==> src/rtl/wsd_pkg.sv <==
`timescale 1ns / 1ps

package wsd_pkg;

    localparam int SAMPLE_WIDTH    = 24;
    localparam int EXP_TABLE_DEPTH = 256;

    localparam int GAIN_WIDTH      = 16;
    localparam int GAIN_FRAC       = 12;
    localparam int MODE_WIDTH      = 3;
    localparam int CFG_INDEX_WIDTH = 2;
    localparam int CFG_DATA_WIDTH  = 16;

    // Register indexes of the configuration port.
    localparam logic [CFG_INDEX_WIDTH-1:0] REG_SHAPER_MODE = 2'd0;
    localparam logic [CFG_INDEX_WIDTH-1:0] REG_INPUT_GAIN  = 2'd1;
    localparam logic [CFG_INDEX_WIDTH-1:0] REG_OUTPUT_GAIN = 2'd2;

    // Shaper modes.
    localparam logic [MODE_WIDTH-1:0] MODE_HARD = 3'd0;
    localparam logic [MODE_WIDTH-1:0] MODE_SOFT = 3'd1;
    localparam logic [MODE_WIDTH-1:0] MODE_EXP  = 3'd2;
    localparam logic [MODE_WIDTH-1:0] MODE_FULL = 3'd3;
    localparam logic [MODE_WIDTH-1:0] MODE_HALF = 3'd4;

    localparam logic [MODE_WIDTH-1:0] MODE_RESET        = MODE_FULL;
    localparam logic [GAIN_WIDTH-1:0] INPUT_GAIN_RESET  = 16'd16306;
    localparam logic [GAIN_WIDTH-1:0] OUTPUT_GAIN_RESET = 16'd259;

    // Pipeline depths: the shaper core, and the whole path from input to output register.
    localparam int SHAPER_LATENCY = 6;
    localparam int PIPE_LATENCY   = SHAPER_LATENCY + 3;

    localparam int EXP_FRAC_BITS    = 16;
    localparam int EXP_SERIES_TERMS = 24;
    localparam logic [63:0] EXP_M1_Q32 = 64'd1580030170;

    // Entry K of the curve 1 - e^-x over x in [0, 16), sampled at 16K/Depth.
    // The fractional part of x goes through a Taylor series in Q32, and each
    // whole unit multiplies by e^-1. Evaluated at elaboration only.
    function automatic logic [63:0] exp_entry(input int unsigned K,
                                              input int unsigned Depth,
                                              input int unsigned Width);
        logic [63:0] x;
        logic [63:0] n;
        logic [63:0] f;
        logic [63:0] s;
        logic [63:0] t;
        logic [63:0] e;
        x = (64'(K) << 36) / 64'(Depth);
        n = x >> 32;
        f = x & 64'hFFFF_FFFF;
        s = 64'd1 << 32;
        t = 64'd1 << 32;
        for (int unsigned Step = 1; Step <= EXP_SERIES_TERMS; Step++)
        begin
            t = ((t * f) >> 32) / 64'(Step);
            if (Step[0])
            begin
                s = s - t;
            end
            else
            begin
                s = s + t;
            end
        end
        for (int unsigned j = 0; j < 16; j++)
        begin
            if (64'(j) < n)
            begin
                s = (s * EXP_M1_Q32 + (64'd1 << 31)) >> 32;
            end
        end
        e = (s + (64'd1 << (32 - Width))) >> (33 - Width);
        return (64'd1 << (Width - 1)) - e;
    endfunction

endpackage

==> src/rtl/wsd_gain.sv <==
`timescale 1ns / 1ps

// Registered multiply by an unsigned Q4.12 gain, rounding toward minus infinity.
module wsd_gain #(
    parameter int IN_W  = wsd_pkg::SAMPLE_WIDTH,
    parameter int OUT_W = wsd_pkg::SAMPLE_WIDTH + 4
) (
    input  logic                                 clk,
    input  logic                                 en,
    input  logic signed [IN_W-1:0]               din,
    input  logic        [wsd_pkg::GAIN_WIDTH-1:0] gain,
    output logic signed [OUT_W-1:0]              dout
);

    localparam int PW = IN_W + wsd_pkg::GAIN_WIDTH + 1;

    logic signed [PW-1:0]    prod;
    logic signed [PW-1:0]    scaled;
    logic signed [OUT_W-1:0] dout_reg;

    assign prod   = PW'(din) * $signed(PW'({1'b0, gain}));
    assign scaled = prod >>> wsd_pkg::GAIN_FRAC;

    always_ff @(posedge clk)
    begin
        if (en)
        begin
            dout_reg <= scaled[OUT_W-1:0];
        end
    end

    assign dout = dout_reg;

endmodule

==> config.mk <==
export PLATFORM = sky130hd
export DESIGN_NAME = wsd_gain
export DESIGN_NICKNAME = d
export VERILOG_FILES = /design/src/rtl/wsd_pkg.sv /design/src/rtl/wsd_gain.sv
export SDC_FILE = /design/constraint.sdc
export NUM_CORES = 1
export LEC_CHECK = 0
export BUFFER_PORTS_ARGS = -buffer_cell sky130_fd_sc_hd__buf_2
export CAP_MARGIN = 20
export CORE_MARGIN = 4
export CORE_UTILIZATION = 40
export DETAILED_ROUTE_END_ITERATION = 10
export PLACE_DENSITY = 0.68
export SLEW_MARGIN = 20
export SYNTH_ARGS = -nofsm -noshare
export SYNTH_HDL_FRONTEND = slang
export SYNTH_SLANG_ARGS = --single-unit
==> constraint.sdc <==
create_clock -name clk -period 7.7 [get_ports clk]
set_input_delay 1.155 -clock clk [delete_from_list [all_inputs] [get_ports clk]]
set_output_delay 1.155 -clock clk [all_outputs]
set_load 0.02 [all_outputs]
* Word level (Yosys, flattened, before mapping) *
Index checks and enable logic that the tools add are counted.

cells by class
  multipliers = 1

operator list
  cell                                            count
  24-bit by 17-bit multiplier with 40-bit output  1

word-level totals
  flip-flop bits (word level) = 28
  input port bits = 42
  output and inout bits = 28

* Depth between registers and ports, before layout *
Gate-level depths: netlist (run 1).

  word-level depth = 1
  mapped depth = 24
  depth with buffers taken out = 23

* Least setup slack after synthesis (run 1) *
No wires, ideal clock.

  path type = input port to flip-flop
  from = input port gain[2] (netlist name)
  to = register dout_reg[24] (netlist: dout[24]) (data pin)
  data arrival time = 6.589 ns
  setup slack = 0.851 ns
  stages = 20
  buffers on the path = 1
  path through = clkbuf_1 > nand2_1 > fa_1 > fa_1 > fa_1 > inv_1 > fa_1 > fa_1 > inv_1 > fa_1 > inv_1 > ha_1 > a21o_1 > a21o_1 > o41ai_4 > o21ai_1 > a41oi_2 > o21ai_2 > a221oi_2 > xnor2_1

between the ends
  word-level cells in the longest chain between the ends = 1

RTL lines
  item                                            line            RTL
  start: declaration                              wsd_gain.sv:11  input logic [wsd_pkg::GAIN_WIDTH-1:0] gain,
  24-bit by 17-bit multiplier with 40-bit output  wsd_gain.sv:21  assign prod = PW'(din) * $signed(PW'({1'b0, gain}));
  net prod[36]                                    wsd_gain.sv:17  logic signed [PW-1:0] prod;
  end signal: assignment                          wsd_gain.sv:28  dout_reg <= scaled[OUT_W-1:0];
  end: declaration                                wsd_gain.sv:19  logic signed [OUT_W-1:0] dout_reg;

The timed path passes the listed nets, and every way through them passes these cells.
A chain may end at the register's enable or synchronous reset.

* Worst setup path after layout (run 1) *
  from = input port gain[9] (netlist name)
  to = register dout_reg[24] (netlist: dout[24]) (data pin)

Same word-level chain as after synthesis.

==> results of run 1 <==
-- cells in the final DEF, fill, tap and decap left out, types with 2 or more instances in the layout --
cell,count
nor2_1,15
nand4_1,6
a211oi_1,3
buf_2,69
buf_4,16
nor3_1,3
and4_1,2
nand2b_1,2
a21oi_1,33
nor3b_1,2
nand3_1,4
clkbuf_16,3
nor2b_1,4
a31oi_1,3
xnor2_1,25
ha_1,96
o21a_1,5
a21o_1,16
fa_1,370
and3_1,3
inv_1,438
nand2_1,250
o21bai_1,5
xor2_1,12
o31ai_1,3
edfxtp_1,28
o21ai_0,11
and2_1,145
-- metrics by stage --
stage	setup WS, ns	utilization
5_1_grt	0.232	0.431
6_report	0.552	0.431
3_5_place_dp	0.300	0.429
3_3_place_gp	0.374	0.429
2_1_floorplan	0.851	-
4_1_cts	0.580	0.431
-- final cells by class --
type	count	area share
flip-flops and latches	28	0.0549
inverters	438	0.107
well taps	461	0.0377
clock inverters	1	0.000245
repair buffers	86	0.0317
clock buffers	3	0.00491
multi-input cells	1038	0.763
-- cell families (layout without fill, tap and decap cells) --
| kind of cell | after synthesis | count (layout) | synth area share |
|---|---|---|---|
| DFF | 28 | 28 | 0.0585 |
| and+or+nand+nor | 441 | 441 | 0.147 |
| xor gates and xnor gates | 37 | 37 | 0.0225 |
| adders and majority gates | 466 | 466 | 0.599 |
| buffers and inverters | 496 | 528 | 0.129 |
| AOI/OAI and AO/OA | 94 | 94 | 0.0443 |
-- worst max-delay path, delay by kind of cell --
| family | cells | cell delay (ns) |
|---|---|---|
| adders and majority gates | 7 | 3.29 |
| AOI/OAI and AO/OA | 4 | 1.21 |
| buffers and inverters | 6 | 0.70 |
| and+or+nand+nor | 3 | 0.69 |
| xor gates and xnor gates | 1 | 0.09 |
-- metal layers --
layer / vias up / track usage / wire, µm
met5: - / 0 / 0
met4: 0 / 0.0752 / 1850
met3: 82 / 0.0196 / 1740
met2: 318 / 0.335 / 17200
met1: 5245 / 0.236 / 13600
li1: 4552 / - / -
-- worst max-delay path by stage --
stage | from | end | slack (ns)
after floorplan | gain[2] | dout[24]$_DFFE_PP_ | 0.85
after detailed placement | gain[2] | dout[24]$_DFFE_PP_ | 0.30
final | gain[9] | dout[24]$_DFFE_PP_ | 0.55
after global routing | gain[9] | dout[27]$_DFFE_PP_ | 0.23
after CTS | gain[2] | dout[24]$_DFFE_PP_ | 0.58
after global placement | gain[2] | dout[27]$_DFFE_PP_ | 0.37
==> flow_summary.toml, run 1 <==
[worst_setup_path]
crit_path_max_fanout = 24
startpoint_type = "input pin"
crit_top_cell = "fa_1"
cp_slowest_stage_delay_ns = 0.55
critPathKind = "in -> reg"
critPathSlowestCell = "fa_1"
cp-end-kind = "flip-flop"
critPathArrivalTime_ns = 7.17
worstPathCellList = "buf_2 -> nand2_1 -> fa_1 -> inv_1 -> fa_1 -> inv_1 -> fa_1 -> inv_1 -> fa_1 -> fa_1 -> inv_1 -> fa_1 -> inv_1 -> ha_1 -> and4_1 -> a22oi_1 -> nand4b_2 -> a41oi_2 -> o21ai_2 -> a221oi_2 -> xnor2_1"
worst-endpoint-required_ns = 7.72

[logic_synthesis]
synth_flop_cell = "edfxtp_1"
netlist.area_leader.share = 0.515
synth_common_cells = "inv_1, fa_1, nand2_1"
ys_seq_area_frac = 0.0585
yosysUniqueCellTypes = 46
netlist_top_cells_area = "fa_1, inv_1, ha_1, nand2_1, and2_1"
synth_edf_count = 28
yosysMostFrequentCell = "inv_1"
synth_cells = 1562
syn_area_mm2 = 0.0144
yosysWarnings = 0
synth_nets = 2070
synthArstFlopShare = 0
synth.largest_area_cell = "fa_1"
ys_ff_latch = 28
postSynthAreaPerCell_um2 = 9.21

[grt]
grt_pass1_vias = 11600
antenna_found_initial = 0
grt_start_max_net_pins = 29
grt-ovfl-total = 0
grt_usage = 0.188
grt_pass1_wl_mm = 58.6

[clock_tree]
clkTransAtPathRegs_ns = 0.07
postCtsSetupRepairBufs = 0
cts-root-buf = "clkbuf_16"
cts_buffers = 3
cts_hold_buf = 0
post_cts_resized = 0
clock_sinks = 28
clk_path_buf_depth = 2
h-tree-depth = 1
cts_tree = "done"

[floorplan]
die-width_um = 198
dieArea_mm2 = 0.0390
start_util = 0.405
core-area_mm2 = 0.0355
fp.dieH_um = 198
io-pin-count = 70
rows = 69

[timing]
drv_slew = 0
fmax_mhz = 140
hold_ws_ns = 1.47
tightest_slew_ns = 1.02
finalHoldViolCount = 0
fin_crit_ns = 7.15
setup_tns_ns = 0
setup_violations = 0
relSlewSlack = 0.317
rsz0062_at_grt = "false"
period_share = 0.928

[drt]
via_per_inst = 4.96
drc = 0
wl_per_cell_um = 16.7
first_pass_iters = 5
dr.first_iter.drc_count = 547
vias = 10200
ant_nets = 0
drt-total-wl_mm = 34.4

[job]
cap_violations = 0

[final_layout]
fin_area_mm2 = 0.0153
diodes = 0
largest_reg_flops = 28
syn2layout_area_growth_pct = 6.42
register_area_um2 = 841
fin_cells = 2055
multi_input_area_mm2 = 0.0117
fin_nets = 2103
nFillCells = 3463
final_layout_size_suffix_gt1_frac = 0.0596

[placed_design]
placedInstanceArea_mm2 = 0.0152
place_hpwl_mm = 29.4
gp_congestion = 0.961
numPortBuffers = 69
dp.cells = 2051

[worst_hold_path]
hold_start = "en"
hold_end = "dout[4]$_DFFE_PP_"
hold_depth = 1
worstHoldPathType = "in -> reg"

[outcome]
outcome = "finished clean"
Power of run 1 is not shown: default switching activity piles up to over one toggle a cycle in this logic, so the estimate is an artifact.
==> inputs of run 2 (changes only) <==
--- a/config.mk
+++ b/config.mk
@@ -10,7 +10,7 @@
 export CORE_MARGIN = 4
 export CORE_UTILIZATION = 40
 export DETAILED_ROUTE_END_ITERATION = 10
-export PLACE_DENSITY = 0.68
+export PLACE_DENSITY_LB_ADDON = 0.15
 export SLEW_MARGIN = 20
 export SYNTH_ARGS = -nofsm -noshare
 export SYNTH_HDL_FRONTEND = slang
==> run 2 against run 1 <==
Cell area hardly changed. Critical endpoint is now dout[27]$_DFFE_PP_. Clock-buffer cell count stayed put. Highest routed layer unchanged. Worst setup slack improved by 0.085 ns. Final cell count grew 0.19%.
==> flow_summary.toml, run 2 (same netlist as run 1, synthesis figures left out) <==
[worst_setup_path]
crit_top_cell = "fa_1"
critPathBufInv = 4
cp_slowest_stage_delay_ns = 0.51
worst-endpoint-required_ns = 7.73
critPathKind = "in -> reg"
critPathArrivalTime_ns = 7.09
critPathSlowestCell = "fa_1"
worstPathCellList = "buf_2 -> nand2_1 -> fa_1 -> fa_1 -> fa_1 -> inv_1 -> fa_1 -> fa_1 -> inv_1 -> fa_1 -> inv_1 -> ha_1 -> a21o_1 -> a21o_1 -> o41ai_4 -> o21ai_1 -> nand4b_1 -> a21oi_1 -> o41ai_1 -> o21ba_1"
crit_path_max_fanout = 21
cpLargestDelayFamily = "adder cells"
cp-end-kind = "flip-flop"
startpoint_type = "input pin"

[final_layout]
fin_area_mm2 = 0.0153
syn2layout_area_growth_pct = 6.51
layout_commonest_cell = "inv_1"
nFillCells = 3623
final_layout_size_suffix_gt1_frac = 0.0614
multi_input_area_mm2 = 0.0117
register_area_um2 = 841
fin_nets = 2106
final_cell_mix = "inv_1, fa_1, nand2_1"
largest_reg_flops = 28

[timing]
fmax_mhz = 142
tightest_slew_ns = 1.06
setup_tns_ns = 0
fin_crit_ns = 7.06
rsz0062_at_grt = "false"
setup_violations = 0
finalHoldViolCount = 0
relSlewSlack = 0.289
drv_slew = 0
postLayoutSetupSlackWorst_ns = 0.637
period_share = 0.917
hold_ws_ns = 1.48

[worst_hold_path]
worstHoldPathType = "in -> reg"

[clock_tree]
cts-root-buf = "clkbuf_16"
cts_buffers = 3
post_cts_resized = 0
clock_sinks = 28
clkTransAtPathRegs_ns = 0.07
cts_hold_buf = 0
h-tree-depth = 1
clk_path_buf_depth = 2
cts_tree = "done"
postCtsSetupRepairBufs = 0

[floorplan]
dieArea_mm2 = 0.0390
fp.dieH_um = 198
io-pin-count = 70
start_util = 0.405
core-area_mm2 = 0.0355
rows = 69
die-width_um = 198

[grt]
grt_usage = 0.203
grt_start_max_net_pins = 29
grt_pass1_vias = 11700
antenna_found_initial = 1
grt_pass1_wl_mm = 62.0
grt-ovfl-total = 0

[outcome]
outcome = "finished clean"

[drt]
wl_per_cell_um = 17.8
via_per_inst = 4.89
first_pass_iters = 5
drt-total-wl_mm = 36.7
ant_nets = 0
dr.first_iter.drc_count = 407
vias = 10100
drc = 0

[placed_design]
placedInstanceArea_mm2 = 0.0152
gp_congestion = 0.838
numPortBuffers = 69
place_hpwl_mm = 31.5
dp_slack_ns = 0.359

[job]
cap_violations = 0
## run 2: cell count changes in the layout (fill, tap and decap cells not counted)
cell,change
buf_4,+4
buf_12,-1
diode_2,+1
## run 2: final timing paths
kind	startpoint	to	slack (ns)	cells after the start
setup / recovery	gain[3]	dout[27]$_DFFE_PP_	0.64	20
hold / removal	en	dout[7]$_DFFE_PP_	1.48	1
## run 2: per-layer routing
metal,GRT usage,up-vias,wire length (µm)
li1,-,4555,-
met1,0.254,5294,15000
met2,0.382,176,19500
met3,0.0130,45,952
met4,0.0510,0,1210
met5,0,-,0
## run 2: final cells by class
type,count,share of cell area
clock buffer,3,0.00490
multi-input combinational,1038,0.762
inverter,438,0.107
clock inverter,1,0.000245
antenna,1,0.000163
timing repair buffer,89,0.0324
tap,461,0.0377
sequential,28,0.0549
## run 2: metrics by stage
stage               instances   util
floorplan                1562      -
global placement         2054  0.429
detailed placement       2054  0.429
CTS                      2058  0.432
global route             2059  0.432
finish                   2059  0.432
Power of run 2 is left out for the same reason.
==> inputs of run 3 (changes only) <==
--- a/config.mk
+++ b/config.mk
@@ -7,7 +7,6 @@
 export LEC_CHECK = 0
 export BUFFER_PORTS_ARGS = -buffer_cell sky130_fd_sc_hd__buf_2
 export CAP_MARGIN = 20
-export CORE_MARGIN = 4
 export CORE_UTILIZATION = 40
 export DETAILED_ROUTE_END_ITERATION = 10
 export PLACE_DENSITY_LB_ADDON = 0.15
==> constraint.sdc (replaced) <==
create_clock -name clk -period 7.7 [get_ports clk]
set_input_delay 0.77 -clock clk [delete_from_list [all_inputs] [get_ports clk]]
set_output_delay 0.77 -clock clk [all_outputs]
set_load 0.02 [all_outputs]
==> run 3 against run 2 <==
Non-clock buffer count is 4 lower. Sequential cell count stayed put. Worst setup slack better by 0.18 ns. Cell area is 0.21% lower. Fmax is 2.6% higher. Clock-buffer cell count stayed put. Critical path type unchanged. First-iteration DRC count is 6.4% higher. Sequential share of layout area hardly changed. Final cell count is 0.24% lower.
==> flow_summary.toml, run 3 (same netlist as run 1, synthesis figures left out) <==
[outcome]
outcome = "finished clean"

[drt]
dr.first_iter.drc_count = 433
ant_nets = 0
vias = 10200
via_per_inst = 4.96
first_pass_iters = 4
drt-total-wl_mm = 38.1
drc = 0
wl_per_cell_um = 18.6

[grt]
grt_pass1_vias = 11600
grt-ovfl-total = 0
grt.met2_usage = 0.416
grt-busiest-layer = "met2"
antenna_found_initial = 0
grt_start_max_net_pins = 29
grt_usage = 0.229
use_met3 = 0.0252
grt_pass1_wl_mm = 62.7
met1_usage = 0.286

[worst_setup_path]
cp_slowest_stage_delay_ns = 0.54
critPathSlowestCell = "fa_1"
crit_top_cell = "fa_1"
cp-end-kind = "flip-flop"
critPathBufInv = 4
critPathArrivalTime_ns = 6.91
worst-endpoint-required_ns = 7.73
critPathKind = "in -> reg"
worstPathCellList = "buf_2 -> nand2_1 -> fa_1 -> fa_1 -> fa_1 -> inv_1 -> fa_1 -> fa_1 -> inv_1 -> fa_1 -> inv_1 -> ha_1 -> a21o_1 -> a21o_1 -> a22oi_1 -> nand4b_2 -> nand4b_1 -> a21oi_1 -> o41ai_1 -> o21ba_1"
startpoint_type = "input pin"
crit_path_max_fanout = 16
cpLargestDelayFamily = "adder cells"

[placed_design]
numPortBuffers = 69
place_hpwl_mm = 30.9
gp_congestion = 0.850

[clock_tree]
cts_buffers = 3
postCtsSetupRepairBufs = 0
clk_path_buf_depth = 2
clock_sinks = 28
h-tree-depth = 1
clkTransAtPathRegs_ns = 0.07
cts_hold_buf = 0
cts_tree = "done"
cts-root-buf = "clkbuf_16"
post_cts_resized = 0

[timing]
drv_slew = 0
finalHoldViolCount = 0
period_share = 0.894
setup_tns_ns = 0
fmax_mhz = 145
fin_crit_ns = 6.88
relSlewSlack = 0.272
tightest_slew_ns = 1.08
rsz0062_at_grt = "false"
setup_violations = 0

[floorplan]
io-pin-count = 70
core-area_mm2 = 0.0355
fp.dieH_um = 192
start_util = 0.405
dieArea_mm2 = 0.0367
rows = 69
die-width_um = 192

[final_layout]
syn2layout_area_growth_pct = 6.28
nFillCells = 3568
layout_commonest_cell = "inv_1"
final_cell_mix = "inv_1, fa_1, nand2_1"
fin_nets = 2102
largest_reg_flops = 28
final_layout_size_suffix_gt1_frac = 0.0590
diodes = 0

[worst_hold_path]
worstHoldPathType = "in -> reg"

[job]
cap_violations = 0
[run 3: area by class of cell]
type | instances | area, µm² | area share
Tap cell | 461 | 577 | 0.0377
Multi-Input combinational cell | 1038 | 11700 | 0.764
Clock buffer | 3 | 75.1 | 0.00491
Clock inverter | 1 | 3.75 | 0.000246
Inverter | 438 | 1640 | 0.108
Timing Repair Buffer | 85 | 465 | 0.0305
Sequential cell | 28 | 841 | 0.0550
[run 3: metrics by stage]
step           std cells  setup WS, ns   util  hold WS (ns)  area (µm²)
3_5_place_dp        2050         0.543  0.429          1.21       15200
2_1_floorplan       1562          1.24      -         0.882       14400
6_report            2054         0.815  0.431          1.08       15300
5_1_grt             2054         0.445  0.431          1.11       15300
3_3_place_gp        2050         0.655  0.429          1.21       15200
4_1_cts             2054         0.841  0.431          1.09       15300
[run 3: layer usage]
| metal | wire, µm | vias to the layer above |
|---|---|---|
| met5 | 0 | - |
| met4 | 1280 | 0 |
| met3 | 1840 | 48 |
| met2 | 19400 | 247 |
| met1 | 15600 | 5338 |
| li1 | - | 4547 |
[run 3: final timing paths]
path | startpoint | endpoint | slack (ns) | cells after the start
worst min-delay path | en | dout[5]$_DFFE_PP_ | 1.08 | 1
worst max-delay path | din[12] | dout[27]$_DFFE_PP_ | 0.82 | 20
Power of run 3 is left out for the same reason.
